==> config.mk <==
export PLATFORM = sky130hd
export DESIGN_NAME = signal_phase_sequencer_top
export DESIGN_NICKNAME = d
export VERILOG_FILES = /design/src/hdl/sps_pkg.sv /design/src/hdl/sps_cfg_regs.sv /design/src/hdl/sps_plan_store.sv /design/src/hdl/signal_phase_sequencer_top.sv
export SDC_FILE = /design/constraint.sdc
export NUM_CORES = 1
export LEC_CHECK = 0
export BUFFER_PORTS_ARGS = -buffer_cell sky130_fd_sc_hd__buf_2
export CAP_MARGIN = 20
export CORE_AREA = 2 2 283 285
export CTS_CLUSTER_SIZE = 8
export DETAILED_ROUTE_END_ITERATION = 10
export DIE_AREA = 0 0 285 287
export PLACE_DENSITY = 0.5
export SYNTH_ARGS = -nofsm -noshare
export SYNTH_HDL_FRONTEND = slang
export SYNTH_HIERARCHICAL = 1
export SYNTH_SLANG_ARGS = --single-unit
==> constraint.sdc <==
create_clock -name clk -period 8.1 [get_ports clk]
set_clock_uncertainty 0.1 [all_clocks]
set_input_delay 0.405 -clock clk [delete_from_list [all_inputs] [get_ports clk]]
set_output_delay 0.405 -clock clk [all_outputs]
set_load 0.02 [all_outputs]
==> src/hdl/sps_pkg.sv <==
// ----------------------------------------------------------------------------
// sps_pkg
// types, codes and default plan of the signal phase sequencer
// ----------------------------------------------------------------------------
package sps_pkg;

  localparam int PLAN_SLOTS = 8;
  localparam int IDX_W      = 3;
  localparam int LEN_W      = 4;
  localparam int TIME_W     = 20;
  localparam int STEP_W     = 16;
  localparam int KIND_W     = 2;
  localparam int STAT_W     = 3;
  localparam int CFG_IDX_W  = 2;
  localparam int IN_DATA_W  = 32;
  localparam int OUT_DATA_W = 32;

  localparam logic [LEN_W-1:0] SLOTS_LEN   = LEN_W'(PLAN_SLOTS);
  localparam logic [LEN_W-1:0] DEFAULT_LEN = (PLAN_SLOTS < 6) ? LEN_W'(PLAN_SLOTS) : LEN_W'(6);

  // item kinds
  localparam logic [1:0] OP_TICK  = 2'd0;
  localparam logic [1:0] OP_EMERG = 2'd1;
  localparam logic [1:0] OP_ENTRY = 2'd2;

  // phase kinds
  localparam logic [KIND_W-1:0] KIND_NS_GREEN = 2'd0;
  localparam logic [KIND_W-1:0] KIND_EW_GREEN = 2'd1;
  localparam logic [KIND_W-1:0] KIND_YELLOW   = 2'd2;
  localparam logic [KIND_W-1:0] KIND_ALL_RED  = 2'd3;

  // emergency status codes
  localparam logic [STAT_W-1:0] ST_NONE      = 3'd0;
  localparam logic [STAT_W-1:0] ST_ACCEPTED  = 3'd1;
  localparam logic [STAT_W-1:0] ST_BAD_FLAGS = 3'd2;
  localparam logic [STAT_W-1:0] ST_EARLY     = 3'd3;
  localparam logic [STAT_W-1:0] ST_LATE      = 3'd4;
  localparam logic [STAT_W-1:0] ST_WRONG_DIR = 3'd5;
  localparam logic [STAT_W-1:0] ST_NOT_GREEN = 3'd6;

  // configuration register indexes
  localparam logic [CFG_IDX_W-1:0] CFG_TICK_STEP = 2'd0;
  localparam logic [CFG_IDX_W-1:0] CFG_EARLY     = 2'd1;
  localparam logic [CFG_IDX_W-1:0] CFG_LATE      = 2'd2;
  localparam logic [CFG_IDX_W-1:0] CFG_EXTENSION = 2'd3;

  typedef struct packed {
    logic [STEP_W-1:0] tick_step_ms;
    logic [TIME_W-1:0] early_bound_ms;
    logic [TIME_W-1:0] late_bound_ms;
    logic [TIME_W-1:0] extension_ms;
  } cfg_t;

  typedef struct packed {
    logic              en;
    logic [IDX_W-1:0]  idx;
    logic [KIND_W-1:0] kind;
    logic [TIME_W-1:0] dur;
  } plan_wr_t;

  function automatic logic [KIND_W-1:0] dflt_kind(input int i);
    case (i)
      0:       dflt_kind = KIND_NS_GREEN;
      1:       dflt_kind = KIND_YELLOW;
      2:       dflt_kind = KIND_ALL_RED;
      3:       dflt_kind = KIND_EW_GREEN;
      4:       dflt_kind = KIND_YELLOW;
      5:       dflt_kind = KIND_ALL_RED;
      default: dflt_kind = KIND_NS_GREEN;
    endcase
  endfunction

  function automatic logic [TIME_W-1:0] dflt_time(input int i);
    case (i)
      0:       dflt_time = TIME_W'(30000);
      1:       dflt_time = TIME_W'(3000);
      2:       dflt_time = TIME_W'(2000);
      3:       dflt_time = TIME_W'(30000);
      4:       dflt_time = TIME_W'(3000);
      5:       dflt_time = TIME_W'(2000);
      default: dflt_time = '0;
    endcase
  endfunction

endpackage

==> src/hdl/sps_cfg_regs.sv <==
// ----------------------------------------------------------------------------
// sps_cfg_regs
// configuration registers written over the cfg channel
// ----------------------------------------------------------------------------
module sps_cfg_regs (
  input  logic                            clk,
  input  logic                            rst_n,
  input  logic                            cfg_valid,
  output logic                            cfg_ready,
  input  logic [sps_pkg::CFG_IDX_W-1:0]   cfg_index,
  input  logic [sps_pkg::TIME_W-1:0]      cfg_data,
  output sps_pkg::cfg_t                   cfg
);
  import sps_pkg::*;

  cfg_t cfg_r;

  assign cfg_ready = 1'b1;
  assign cfg       = cfg_r;

  always_ff @(posedge clk) begin
    if (!rst_n) begin
      cfg_r.tick_step_ms   <= STEP_W'(100);
      cfg_r.early_bound_ms <= TIME_W'(10000);
      cfg_r.late_bound_ms  <= TIME_W'(5000);
      cfg_r.extension_ms   <= TIME_W'(20000);
    end else if (cfg_valid) begin
      case (cfg_index)
        CFG_TICK_STEP: cfg_r.tick_step_ms   <= cfg_data[STEP_W-1:0];
        CFG_EARLY:     cfg_r.early_bound_ms <= cfg_data;
        CFG_LATE:      cfg_r.late_bound_ms  <= cfg_data;
        CFG_EXTENSION: cfg_r.extension_ms   <= cfg_data;
        default: ;
      endcase
    end
  end

endmodule

==> src/hdl/sps_plan_store.sv <==
// ----------------------------------------------------------------------------
// sps_plan_store
// active and pending plan registers, pending plan copied into the active one on a swap
// ----------------------------------------------------------------------------
module sps_plan_store (
  input  logic                          clk,
  input  logic                          rst_n,
  input  sps_pkg::plan_wr_t             wr,
  input  logic                          swap,
  input  logic [sps_pkg::IDX_W-1:0]     rd_idx,
  output logic [sps_pkg::KIND_W-1:0]    rd_kind,
  output logic [sps_pkg::TIME_W-1:0]    rd_time
);
  import sps_pkg::*;

  logic [KIND_W-1:0] act_kind_r  [PLAN_SLOTS];
  logic [TIME_W-1:0] act_time_r  [PLAN_SLOTS];
  logic [KIND_W-1:0] pend_kind_r [PLAN_SLOTS];
  logic [TIME_W-1:0] pend_time_r [PLAN_SLOTS];

  // read from the plan that is active after this item
  assign rd_kind = swap ? pend_kind_r[rd_idx] : act_kind_r[rd_idx];
  assign rd_time = swap ? pend_time_r[rd_idx] : act_time_r[rd_idx];

  // active plan holds the default plan after reset
  always_ff @(posedge clk) begin
    if (!rst_n) begin
      for (int i = 0; i < PLAN_SLOTS; i++) begin
        act_kind_r[i] <= dflt_kind(i);
        act_time_r[i] <= dflt_time(i);
      end
    end else if (swap) begin
      for (int i = 0; i < PLAN_SLOTS; i++) begin
        act_kind_r[i] <= pend_kind_r[i];
        act_time_r[i] <= pend_time_r[i];
      end
    end
  end

  // pending entries keep their contents across a swap
  always_ff @(posedge clk) begin
    if (wr.en) begin
      pend_kind_r[wr.idx] <= wr.kind;
      pend_time_r[wr.idx] <= wr.dur;
    end
  end

endmodule

==> src/hdl/signal_phase_sequencer_top.sv <==
// ----------------------------------------------------------------------------
// signal_phase_sequencer_top
// traffic signal phase sequencer with plan reload and emergency extension
// ----------------------------------------------------------------------------
// Every accepted item gives one result, valid in the cycle after it is taken;
// an item can be taken in every cycle while out_tready is high or the result
// register is empty, set by a single register stage of the phase counter,
// index and active plan. A new item is taken while a finished result waits
// only if out_tready is high. Configuration writes are always accepted.
module signal_phase_sequencer_top (
  input  logic                               clk,
  input  logic                               rst_n,
  input  logic                               in_tvalid,
  output logic                               in_tready,
  // ns_request, ew_request, entry_index[2:0], entry_phase[1:0],
  // entry_duration[19:0], zero pad
  input  logic [sps_pkg::IN_DATA_W-1:0]      in_tdata,
  // opcode[1:0]
  input  logic [1:0]                         in_tuser,
  // entry_last
  input  logic                               in_tlast,
  output logic                               out_tvalid,
  input  logic                               out_tready,
  // phase_now[1:0], phase_position[2:0], time_left_ms[19:0],
  // emergency_status[2:0], plan_switched, zero pad
  output logic [sps_pkg::OUT_DATA_W-1:0]     out_tdata,
  input  logic                               cfg_valid,
  output logic                               cfg_ready,
  input  logic [sps_pkg::CFG_IDX_W-1:0]      cfg_index,
  input  logic [sps_pkg::TIME_W-1:0]         cfg_data
);
  import sps_pkg::*;

  cfg_t              cfg;
  plan_wr_t          plan_wr;
  logic              swap;
  logic [IDX_W-1:0]  rd_idx;
  logic [KIND_W-1:0] rd_kind;
  logic [TIME_W-1:0] rd_time;

  logic              in_fire;
  logic [1:0]        op;
  logic              ns_req;
  logic              ew_req;
  logic [IDX_W-1:0]  e_idx;
  logic [KIND_W-1:0] e_kind;
  logic [TIME_W-1:0] e_dur;

  logic [KIND_W-1:0] kind_r, kind_nxt;
  logic [IDX_W-1:0]  idx_r, idx_nxt;
  logic [TIME_W-1:0] rem_r, rem_nxt;
  logic [LEN_W-1:0]  act_len_r, act_len_nxt;
  logic [LEN_W-1:0]  pend_len_r, pend_len_nxt;
  logic              pend_rdy_r, pend_rdy_nxt;
  logic [STAT_W-1:0] status;

  logic [TIME_W-1:0] rem_dec;
  logic [LEN_W-1:0]  len_eff;
  logic [IDX_W-1:0]  idx_base;
  logic [LEN_W-1:0]  idx_inc;
  logic              advance;

  logic                  out_valid_r;
  logic [OUT_DATA_W-1:0] out_data_r;

  sps_cfg_regs u_cfg (
    .clk       (clk),
    .rst_n     (rst_n),
    .cfg_valid (cfg_valid),
    .cfg_ready (cfg_ready),
    .cfg_index (cfg_index),
    .cfg_data  (cfg_data),
    .cfg       (cfg)
  );

  sps_plan_store u_store (
    .clk     (clk),
    .rst_n   (rst_n),
    .wr      (plan_wr),
    .swap    (swap),
    .rd_idx  (rd_idx),
    .rd_kind (rd_kind),
    .rd_time (rd_time)
  );

  assign in_tready = !out_valid_r || out_tready;
  assign in_fire   = in_tvalid && in_tready;

  assign op     = in_tuser;
  assign ns_req = in_tdata[0];
  assign ew_req = in_tdata[1];
  assign e_idx  = in_tdata[4:2];
  assign e_kind = in_tdata[6:5];
  assign e_dur  = in_tdata[26:7];

  // tick arithmetic
  assign rem_dec = (rem_r <= {{(TIME_W-STEP_W){1'b0}}, cfg.tick_step_ms}) ? '0 :
                   rem_r - {{(TIME_W-STEP_W){1'b0}}, cfg.tick_step_ms};
  assign advance = in_fire && (op == OP_TICK) && (rem_dec == '0);
  assign swap    = advance && (kind_r == KIND_ALL_RED) && pend_rdy_r &&
                   (pend_len_r >= LEN_W'(1)) && (pend_len_r <= SLOTS_LEN);
  assign len_eff = swap ? pend_len_r : act_len_r;
  assign idx_base = (swap && ({1'b0, idx_r} >= pend_len_r)) ? '0 : idx_r;
  assign idx_inc  = {1'b0, idx_base} + LEN_W'(1);
  assign rd_idx   = ((idx_inc >= len_eff) || (idx_inc >= SLOTS_LEN)) ? '0 :
                    idx_inc[IDX_W-1:0];

  always_comb begin
    plan_wr.en   = in_fire && (op == OP_ENTRY);
    plan_wr.idx  = e_idx;
    plan_wr.kind = e_kind;
    plan_wr.dur  = e_dur;
  end

  always_comb begin
    kind_nxt     = kind_r;
    idx_nxt      = idx_r;
    rem_nxt      = rem_r;
    act_len_nxt  = act_len_r;
    pend_len_nxt = pend_len_r;
    pend_rdy_nxt = pend_rdy_r;
    status       = ST_NONE;
    if (in_fire) begin
      case (op)
        OP_TICK: begin
          if (advance) begin
            idx_nxt  = rd_idx;
            kind_nxt = rd_kind;
            rem_nxt  = rd_time;
            if (swap) begin
              act_len_nxt  = pend_len_r;
              pend_rdy_nxt = 1'b0;
            end
          end else begin
            rem_nxt = rem_dec;
          end
        end
        OP_EMERG: begin
          if (kind_r != KIND_NS_GREEN && kind_r != KIND_EW_GREEN) begin
            status = ST_NOT_GREEN;
          end else if (ns_req == ew_req) begin
            status = ST_BAD_FLAGS;
          end else if (rem_r >= cfg.early_bound_ms) begin
            status = ST_EARLY;
          end else if (rem_r <= cfg.late_bound_ms) begin
            status = ST_LATE;
          end else if ((kind_r == KIND_NS_GREEN && !ns_req) ||
                       (kind_r == KIND_EW_GREEN && !ew_req)) begin
            status = ST_WRONG_DIR;
          end else begin
            status  = ST_ACCEPTED;
            rem_nxt = cfg.extension_ms;
          end
        end
        OP_ENTRY: begin
          if (in_tlast) begin
            pend_len_nxt = {1'b0, e_idx} + LEN_W'(1);
            pend_rdy_nxt = 1'b1;
          end else begin
            pend_rdy_nxt = 1'b0;
          end
        end
        default: ;
      endcase
    end
  end

  always_ff @(posedge clk) begin
    if (!rst_n) begin
      kind_r     <= dflt_kind(0);
      idx_r      <= '0;
      rem_r      <= dflt_time(0);
      act_len_r  <= DEFAULT_LEN;
      pend_len_r <= '0;
      pend_rdy_r <= 1'b0;
    end else begin
      kind_r     <= kind_nxt;
      idx_r      <= idx_nxt;
      rem_r      <= rem_nxt;
      act_len_r  <= act_len_nxt;
      pend_len_r <= pend_len_nxt;
      pend_rdy_r <= pend_rdy_nxt;
    end
  end

  // result register
  always_ff @(posedge clk) begin
    if (!rst_n) begin
      out_valid_r <= 1'b0;
    end else if (in_fire) begin
      out_valid_r <= 1'b1;
    end else if (out_tready) begin
      out_valid_r <= 1'b0;
    end
  end

  always_ff @(posedge clk) begin
    if (in_fire) begin
      out_data_r <= {{(OUT_DATA_W-29){1'b0}}, swap, status, rem_nxt, idx_nxt, kind_nxt};
    end
  end

  assign out_tvalid = out_valid_r;
  assign out_tdata  = out_data_r;

endmodule

Word level (Yosys, flattened, before mapping)
Memory sizes are Yosys's and may differ from the RTL's.
Cells that the tools add are included.
{"block": "totals", "reg_bits": 140, "ram_bits": 352, "inputBits": 62, "out_inout_bits": 35, "n_memories": 4}
{"block": "classes", "addsub": 3, "order_cmp": 8, "eq_ne": 11, "muxes": 61, "bitwise": 17, "reduce_logical": 33}
{"memory": "u_store.act_time_r", "words": 8, "word_bits": 20, "read_ports": 1, "rd_ports_with_merged_regs": 0, "wr": 8, "line": "sps_plan_store.sv:17", "source": "logic [TIME_W-1:0] act_time_r [PLAN_SLOTS];"}
{"memory": "u_store.pend_time_r", "words": 8, "word_bits": 20, "read_ports": 9, "rd_ports_with_merged_regs": 0, "wr": 1, "line": "sps_plan_store.sv:19", "source": "logic [TIME_W-1:0] pend_time_r [PLAN_SLOTS];"}
{"memory": "u_store.act_kind_r", "words": 8, "word_bits": 2, "read_ports": 1, "rd_ports_with_merged_regs": 0, "wr": 8, "line": "sps_plan_store.sv:16", "source": "logic [KIND_W-1:0] act_kind_r [PLAN_SLOTS];"}
{"memory": "u_store.pend_kind_r", "words": 8, "word_bits": 2, "read_ports": 9, "rd_ports_with_merged_regs": 0, "wr": 1, "line": "sps_plan_store.sv:18", "source": "logic [KIND_W-1:0] pend_kind_r [PLAN_SLOTS];"}
{"op": "$mux 20", "n": 21}
{"op": "$pmux 20 s2", "n": 1}
{"op": "$mux 2", "n": 16}
{"op": "$mux 3", "n": 10}
{"op": "$ge 20x20->1", "n": 1}
{"op": "$le 20x16->1", "n": 1}
{"op": "$le 20x20->1", "n": 1}
{"op": "$logic_not 20->1", "n": 1}
{"op": "$sub 20x16->20", "n": 1}
{"op": "$or 1x1->1", "n": 16}
{"op": "$logic_and 1x1->1", "n": 12}
{"op": "$mux 1", "n": 11}
{"op": "$add 3x1->4 const B", "n": 2}
{"op": "$eq 2x2->1 const B", "n": 4}
{"op": "$reduce_and 2->1", "n": 4}
{"op": "$eq 2x1->1 const B", "n": 3}
{"op": "$logic_not 2->1", "n": 3}
{"op": "$reduce_and 3->1", "n": 2}
{"op": "$reduce_bool 2->1", "n": 3}
{"op": "$ge 3x4->1", "n": 1}
{"op": "$ge 4x1->1 const B", "n": 1}
{"op": "$ge 4x4->1", "n": 1}
{"op": "$ge 4x4->1 const B", "n": 1}
{"op": "$le 4x4->1 const B", "n": 1}
{"op": "other kinds (10)", "n": 15}

Depth between registers and ports, before layout
Gate-level depths: netlist (run 1).
An unclocked memory read counts as a cell.
{"block": "depth", "ltp_word": 20, "depth_mapped": 31, "mapped_depth_nobuf": 25}

By module
The synthesis (run 1) kept the hierarchy.
{"mod": "sps_plan_store", "instances": 1, "cells_each": 758, "area_per_inst_um2": 14554.0, "seq_area_each_um2": 10570.1}
{"mod": "signal_phase_sequencer_top", "instances": 1, "cells_each": 718, "area_per_inst_um2": 5861.9, "seq_area_each_um2": 1571.5}
{"mod": "sps_cfg_regs", "instances": 1, "cells_each": 293, "area_per_inst_um2": 2956.6, "seq_area_each_um2": 1521.5}

Least setup slack after synthesis (run 1)
OpenSTA, ideal clock, no wires.
{"block": "synth_timing", "path_kind": "flip-flop to flip-flop", "startpoint": "register rem_r[0]", "endpoint": "memory u_store.act_kind_r[0][0] (enable)", "arrival_ps": 7586, "required_ps": 7433, "slack_ps": -154, "stages_incl_launch_ff": 17, "path_buffers": 3, "path_cell_list": "dfxtp_1 inv_1 ha_1 fa_1 nand2b_1 a211oi_4 o21ai_0 a21oi_1 o21ai_0 nor4_1 a21o_1 buf_4 nand2_2 nor2_1 buf_2 clkbuf_1 nand2b_1"}
{"element": "start, declared", "line": "signal_phase_sequencer_top.sv:51", "source": "logic [TIME_W-1:0] rem_r, rem_nxt;"}
{"element": "start signal, assigned", "line": "signal_phase_sequencer_top.sv:172", "source": "rem_r <= dflt_time(0);"}
{"element": "start signal, assigned", "line": "signal_phase_sequencer_top.sv:179", "source": "rem_r <= rem_nxt;"}
{"element": "end, declared", "line": "sps_plan_store.sv:16"}

Final worst setup path (run 1)
{"block": "layout_timing", "startpoint": "register rem_r[0]", "endpoint": "register out_data_r[14], in the netlist out_tdata[14] (data pin)"}
{"block": "layout_between", "elab_chain_cells": 19, "word_cells_on_any_way": 29, "cone_classes": "add/sub (2); order compare (5); mux (12); reduce/logical (8); memory (2)"}
{"element": "$sub 20x16->20 or $le 20x16->1 (tied branches)", "line": "signal_phase_sequencer_top.sv:98, signal_phase_sequencer_top.sv:97"}
{"element": "$mux 20 (*)", "line": "signal_phase_sequencer_top.sv:97", "source": "assign rem_dec = (rem_r <= {{(TIME_W-STEP_W){1'b0}}, cfg.tick_step_ms}) ? '0 :"}
{"element": "$logic_not 20->1 (*)", "line": "signal_phase_sequencer_top.sv:99", "source": "assign advance = in_fire && (op == OP_TICK) && (rem_dec == '0);"}
{"element": "$logic_and 1x1->1 (*)", "line": "signal_phase_sequencer_top.sv:99"}
{"element": "$logic_and 1x1->1 (*) (3 in series)", "line": "signal_phase_sequencer_top.sv:100", "source": "assign swap = advance && (kind_r == KIND_ALL_RED) && pend_rdy_r &&"}
{"element": "$logic_and 1x1->1 (*)", "line": "signal_phase_sequencer_top.sv:101", "source": "(pend_len_r >= LEN_W'(1)) && (pend_len_r <= SLOTS_LEN);"}
{"element": "$logic_and 1x1->1", "line": "signal_phase_sequencer_top.sv:103", "source": "assign idx_base = (swap && ({1'b0, idx_r} >= pend_len_r)) ? '0 : idx_r;"}
{"element": "$mux 3", "line": "signal_phase_sequencer_top.sv:103"}
{"element": "[... 4 more ...]"}
{"element": "via rd_idx[1]", "line": "signal_phase_sequencer_top.sv:37", "source": "logic [IDX_W-1:0] rd_idx;"}
{"element": "$mem_v2 8x20, on equally long branches"}
{"element": "$mux 20 (*)", "line": "sps_plan_store.sv:23", "source": "assign rd_time = swap ? pend_time_r[rd_idx] : act_time_r[rd_idx];"}
{"element": "via rd_time[9]", "line": "signal_phase_sequencer_top.sv:39", "source": "logic [TIME_W-1:0] rd_time;"}
{"element": "$mux 20 (*)", "line": "signal_phase_sequencer_top.sv:126", "source": "if (advance) begin"}
{"element": "$pmux 20 s2 (*)", "line": "signal_phase_sequencer_top.sv:124", "source": "case (op)"}
{"element": "$mux 20 (*)", "line": "signal_phase_sequencer_top.sv:123", "source": "if (in_fire) begin"}
{"element": "via rem_nxt[9]", "line": "signal_phase_sequencer_top.sv:51"}
{"element": "end signal, assigned", "line": "signal_phase_sequencer_top.sv:199", "source": "out_data_r <= {{(OUT_DATA_W-29){1'b0}}, swap, status, rem_nxt, idx_nxt, kind_nxt};"}
{"element": "end, declared", "line": "signal_phase_sequencer_top.sv:64", "source": "logic [OUT_DATA_W-1:0] out_data_r;"}
Mark *: on every way through the listed nets, which the timed path passes. The rest lies on a longest branch.
A chain may end at the register's enable or synchronous reset.

==> results of run 1 <==
==> state kept, by name, indices dropped and copies added, names as in the netlist <==
| signal | count |
|---|---|
| u_cfg/cfg | 76 |
| u_store/pend_kind_r | 16 |
| u_store/pend_time_r | 160 |
| out_tdata | 29 |
| idx_r | 3 |
| act_len_r | 4 |
| u_store/act_time_r | 160 |
| kind_r | 2 |
| pend_rdy_r | 1 |
| u_store/act_kind_r | 16 |
| out_tvalid | 1 |
| rem_r | 20 |
| pend_len_r | 4 |
==> cell usage in the layout (no fill, tap or decap), drive strengths merged, types with 18 or more instances in the layout <==
master / Yosys / layout
ha: 65 / 65
mux2i: 72 / 72
or2: 49 / 49
inv: 80 / 85
dfxtp: 111 / 111
a21o: 25 / 25
nand3: 44 / 44
a22oi: 52 / 52
and3: 91 / 91
dlygate4sd3: 0 / 34
buf: 59 / 132
a21oi: 69 / 69
nor3: 18 / 18
nor2: 45 / 45
and2: 56 / 56
edfxtp: 381 / 381
nor2b: 21 / 21
o21ai: 38 / 38
clkbuf: 57 / 82
mux4: 88 / 88
nand2: 153 / 153
==> layout make-up <==
| class | count | share of cell area (%) |
|---|---|---|
| Multi-Input combinational cell | 1082 | 32.4 |
| Tap cell | 1050 | 4.81 |
| Inverter | 81 | 1.11 |
| Clock buffer | 82 | 6.77 |
| Timing Repair Buffer | 166 | 4.36 |
| Sequential cell | 492 | 50.0 |
| Clock inverter | 8 | 0.513 |
==> repair_timing <==
action                    in CTS  in global routing
hold buffers                  34                  0
resized for setup              0                  0
hold endpoints to repair     190                  0
==> stage by stage <==
stage	hold WS (ps)	setup WS [ps]	cell area, µm²
2_1_floorplan	334	1680	23400
3_3_place_gp	343	770	25000
3_5_place_dp	348	727	25000
4_1_cts	11.3	711	27300
5_1_grt	16.6	262	27300
6_report	49.7	695	27300
==> path summary, 6_finish.rpt <==
kind,start,endpoint,depth (start not counted)
setup / recovery,rem_r[0],out_tdata[14],27
hold reg to reg,u_cfg/cfg[67],u_cfg/cfg[67],2
hold / removal,cfg_data[18],u_cfg/cfg[38],3
setup reg to reg,rem_r[0],out_tdata[14],27
==> power groups by stage <==
stage	Sequential, mW	Clock, mW	Combinational [mW]
5_1_grt	2.83	2.88	0.625
6_report	2.83	2.70	0.570
3_3_place_gp	2.87	0	0.550
2_1_floorplan	2.87	0	0.369
3_5_place_dp	2.88	0	0.555
4_1_cts	2.83	2.77	0.572
==> kinds of logic after synthesis <==
kind of cell	Yosys count
and+or+nand+nor	541
DFF	492
AOI/OAI and AO/OA	301
buffers and inverters	197
muxes	161
adders and majority gates	66
xor gates and xnor gates	9
other	2
==> layer usage <==
metal / vias to the layer above / global-route usage (%) / wire length (µm)
li1: 6937 / - / -
met1: 7458 / 20.0 / 28000
met2: 398 / 25.6 / 30400
met3: 104 / 3.41 / 3310
met4: 6 / 4.79 / 1660
met5: - / 0 / 41
==> worst min-delay path, delay by kind of cell <==
| kind | cells | cell delay (ps) |
|---|---|---|
| simple gates | 1 | 100 |
| mux | 1 | 130 |
| buf+inv | 1 | 70 |
==> cell usage after synthesis, drive strengths merged, types with 6 or more instances <==
library cell	count
o2111ai	7
inv	80
o21ai	38
o211ai	16
and2	56
o21a	9
o2bb2ai	8
and3	91
buf	59
a22oi	52
ha	65
mux4	88
dfxtp	111
nor3	18
nor2b	21
edfxtp	381
a21o	25
clkbuf	57
mux2i	72
nand2b	16
nand4	17
a211oi	15
nand2	153
or2	49
a21oi	69
nor2	45
xnor2	6
nand3	44
nand4b	6
==> flow_summary.toml, run 1 <==
[route]
drtIter0Drc = 1122
drt_first_pass_iters = 5
vias = 14900
route.detailed.drc = 0
routedWlPerCell_um = 21.4
final_antenna_net_count = 0
via_per_inst = 5.03
wl_um = 63400

[synthesis]
synth_edf_count = 381
synth_area_per_cell_um2 = 13.2
synth_top_cell_area_share_pct = 49.0
yosys.area.top_type = "edfxtp_1"
ys_warn_count = 6
syn_area_mm2 = 0.0234
synth_compound_area_share_pct = 9.55
async_reset_ff_share_pct = 0
dominantRegCellSynth = "edfxtp_1"
synth_top_family_by_area = "simple AND/OR/NAND/NOR gates"
synth_xor_area_share_pct = 0.337
synth_area_leaders = "edfxtp_1, dfxtp_1, mux4_2, ha_1, mux2i_1"
synthCells = 1769
ys_ff_latch = 492
yosysUniqueCellTypes = 90
yosys.area_share.simple_pct = 12.4
yosysSeqAreaShare_pct = 58.5
synthAdderAreaFrac_pct = 3.57
muxShareOfSynthArea_pct = 11.6

[critical_path]
critPathCaptureType = "flip-flop"
path_class = "flip-flop to flip-flop"
cp_data_required_time_ps = 8360
cp_max_fo = 36
r2r_setup_slack_ps = 690
slowest_delay_ps = 500
arrival_ps = 7660
cp-start-kind = "flip-flop"
cp_num_buf_inv = 3
crit_family = "compound AO/OA/AOI/OAI gates"
slowest_stage = "nor4_1"

[power]
p_leak_nw = 10.0
p_seq_share_pct = 46.4
peakVddDrop_v = 0.000124
comb_power_share_pct = 9.3
intPower_mw = 4.61
total_power_mw = 6.10
power.density_mw_per_mm2 = 223
power.clock.fraction_pct = 44.3
switching_share_pct = 24.4
switching_power_mw = 1.49

[die]
die_y_um = 287
dieArea_mm2 = 0.0818
pin_count = 97
fp-row-count = 103
die_w_um = 285
core_mm2 = 0.0786
start_util_pct = 29.7

[sta]
maxSlewViolCount = 0
slew_headroom_pct = 30.6
fmax_ghz = 0.135
min_period_ps = 7410
worst_pin_slew_ps = 1040
setup_violations = 0
tns_ps = 0
rsz0062_at_grt = "no"
fin_crit_sh_pct = 91.4
timing.final.hold_violations = 0

[global_routing]
grt_max_degree = 92
grt_pass1_wl_um = 95100
grt_pass1_vias = 15300
overflow = 0
grt_usage_pct = 15.4
antenna_found_initial = 3

[cts]
worstSkewPairLatency_ps = 610
clk_pin_slew_ps = 50
post_cts_buffers = 0
htree_levels = 3
cts_buffer_depth = 3
cts_inserted_buffers = 72
root_buffer = "clkbuf_16"
clock-sinks = 492
cts_tree = "built"

[worst_hold_path]
hp-class = "primary input to flip-flop"

[layout]
fillers = 7768
multi_input_area_mm2 = 0.00886
num_antenna_cells = 0
nets = 2023
area_delta_synth_final_pct = 16.9
final_util_pct = 34.8
stdcell_count = 2961
register_area_mm2 = 0.0137
layout-drive-gt1-share_pct = 21.2

[placed_design]
portBuffers = 87
dp_hpwl_um = 42100
dpl.cell_count = 2837
gp_congestion = 0.879

[outcome]
outcome = "finished clean"

[job]
max_cap_viol_count = 0
Note: power is estimated with default switching activity, not from simulation.
==> inputs of run 2 (changes only) <==
--- a/config.mk
+++ b/config.mk
@@ -11,7 +11,7 @@
 export CTS_CLUSTER_SIZE = 8
 export DETAILED_ROUTE_END_ITERATION = 10
 export DIE_AREA = 0 0 285 287
-export PLACE_DENSITY = 0.5
+export PLACE_DENSITY = 0.48
 export SYNTH_ARGS = -nofsm -noshare
 export SYNTH_HDL_FRONTEND = slang
 export SYNTH_HIERARCHICAL = 1
==> constraint.sdc (replaced) <==
create_clock -name clk -period 8.9 [get_ports clk]
set_clock_uncertainty 0.1 [all_clocks]
set_input_delay 0.445 -clock clk [delete_from_list [all_inputs] [get_ports clk]]
set_output_delay 0.445 -clock clk [all_outputs]
set_load 0.02 [all_outputs]
==> run 2 against run 1 <==
  * Final cell count down 0.20%
  * Die area unchanged
  * Sequential power down 9.2%
  * Utilization down 0.081 points
  * Critical endpoint is now out_tdata[15]
  * Largest cell class unchanged
  * Largest power group unchanged
==> flow_summary.toml, run 2 (same netlist as run 1, synthesis figures left out) <==
[die]
core_mm2 = 0.0786
die_w_um = 285
fp-row-count = 103
start_util_pct = 29.7
dieArea_mm2 = 0.0818
pin_count = 97
die_y_um = 287

[worst_hold_path]
hp-class = "primary input to flip-flop"

[critical_path]
arrival_ps = 8360
cp-start-kind = "flip-flop"
cp_data_required_time_ps = 9110
path_class = "flip-flop to flip-flop"
cp_max_fo = 18
critPathCaptureType = "flip-flop"

[power]
power.density_mw_per_mm2 = 208
p_leak_nw = 9.95
peakVddDrop_v = 0.000110

[sta]
rsz0062_at_grt = "no"
timing.final.hold_violations = 0
worst_pin_slew_ps = 1070
maxSlewViolCount = 0
setup_violations = 0
fin_crit_sh_pct = 91.6
fmax_ghz = 0.123
min_period_ps = 8150
tns_ps = 0
slew_headroom_pct = 28.1

[layout]
stdcell_count = 2955
final_common_cell = "edfxtp_1"
fillers = 7681
register_area_mm2 = 0.0137
layout-drive-gt1-share_pct = 20.9
nets = 2001
multi_input_area_mm2 = 0.00886
area_delta_synth_final_pct = 16.6
final_cell_mix = "edfxtp_1, nand2_1, dfxtp_1"

[cts]
cts_inserted_buffers = 72
cts_buffer_depth = 3
cts_tree = "built"
htree_levels = 3
post_cts_buffers = 0
clock-sinks = 492
worstSkewPairLatency_ps = 630
cts.repair.resized = 0
holdBufCountCts = 21
clk_pin_slew_ps = 50
root_buffer = "clkbuf_16"

[global_routing]
grt_pass1_wl_um = 96800
overflow = 0
grt_usage_pct = 15.7
antenna_found_initial = 3
grt_max_degree = 146
grt_pass1_vias = 15300

[placed_design]
gp_congestion = 0.862
portBuffers = 87
dp_hpwl_um = 41300
dpl.cell_count = 2827

[route]
wl_um = 64400
vias = 14900
routedWlPerCell_um = 21.8
via_per_inst = 5.04
drtIter0Drc = 995
route.detailed.drc = 0
drt_first_pass_iters = 7
final_antenna_net_count = 0

[outcome]
outcome = "finished clean"

[job]
max_cap_viol_count = 0
==> run 2: metal layers <==
metal	vias up	wire, µm	share of wire, %	GRT usage [%]
met5	-	23	0.036	0
met4	4	1430	2.2	4.65
met3	97	3080	4.8	3.13
met2	361	31200	48	26.5
met1	7506	28700	45	20.5
li1	6926	-	-	-
==> run 2: area by class of cell <==
cell class | count | area share [%]
Multi-Input combinational cell | 1082 | 32.5
Sequential cell | 492 | 50.1
Antenna cell | 1 | 0.00918
Timing Repair Buffer | 144 | 3.64
Clock buffer | 97 | 7.07
Inverter | 81 | 1.12
Clock inverter | 8 | 0.702
Tap cell | 1050 | 4.82
==> run 2: worst paths after layout <==
kind	startpoint	to	slack (ps)	cells past startpoint
worst min register to register	u_cfg/cfg[54]	u_cfg/cfg[54]	360	2
worst min-delay path	in_tdata[23]	u_store/pend_time_r[3][16]	20	1
worst max-delay path	rem_r[0]	out_tdata[15]	750	25
worst max register to register	rem_r[0]	out_tdata[15]	750	25
==> run 2: critical path: stages (launching register included) <==
cell and delay [ps]:
dfxtp_1 360, inv_1 130, ha_1 230, fa_1 380
nand2b_1 260, a211oi_4 420, o21ai_0 250, a21oi_1 320
o21ai_0 140, nor4_1 500, a21o_1 430, nand3_1 300
and2_1 250, ha_1 310, ha_1 280, a21o_1 150
a21o_1 180, a21oi_1 370, nand2_1 210, a41oi_4 850
buf_4 370, mux4_2 350, a22oi_2 220, nand2_1 180
inv_1 120, o211ai_1 160
==> run 2: report_power, final <==
| part | switching, mW | internal (mW) | leakage, nW | total (mW) |
|---|---|---|---|---|
| Combinational | 0.328 | 0.184 | 4.52 | 0.512 |
| Clock | 1.01 | 1.56 | 1.01 | 2.57 |
| Sequential | 0.0350 | 2.54 | 4.41 | 2.57 |
| Total | 1.37 | 4.29 | 9.95 | 5.66 |
==> run 2: through the flow <==
step	instance area, µm²	total power, mW	worst slack, ps	hold WS (ps)	util (%)
3_3_place_gp	24900	3.12	855	345	31.7
2_1_floorplan	23400	2.96	646	334	-
6_report	27300	5.66	748	23.7	34.7
4_1_cts	27200	5.73	739	0.243	34.6
3_5_place_dp	24900	3.12	744	348	31.7
5_1_grt	27300	5.87	264	26.3	34.7
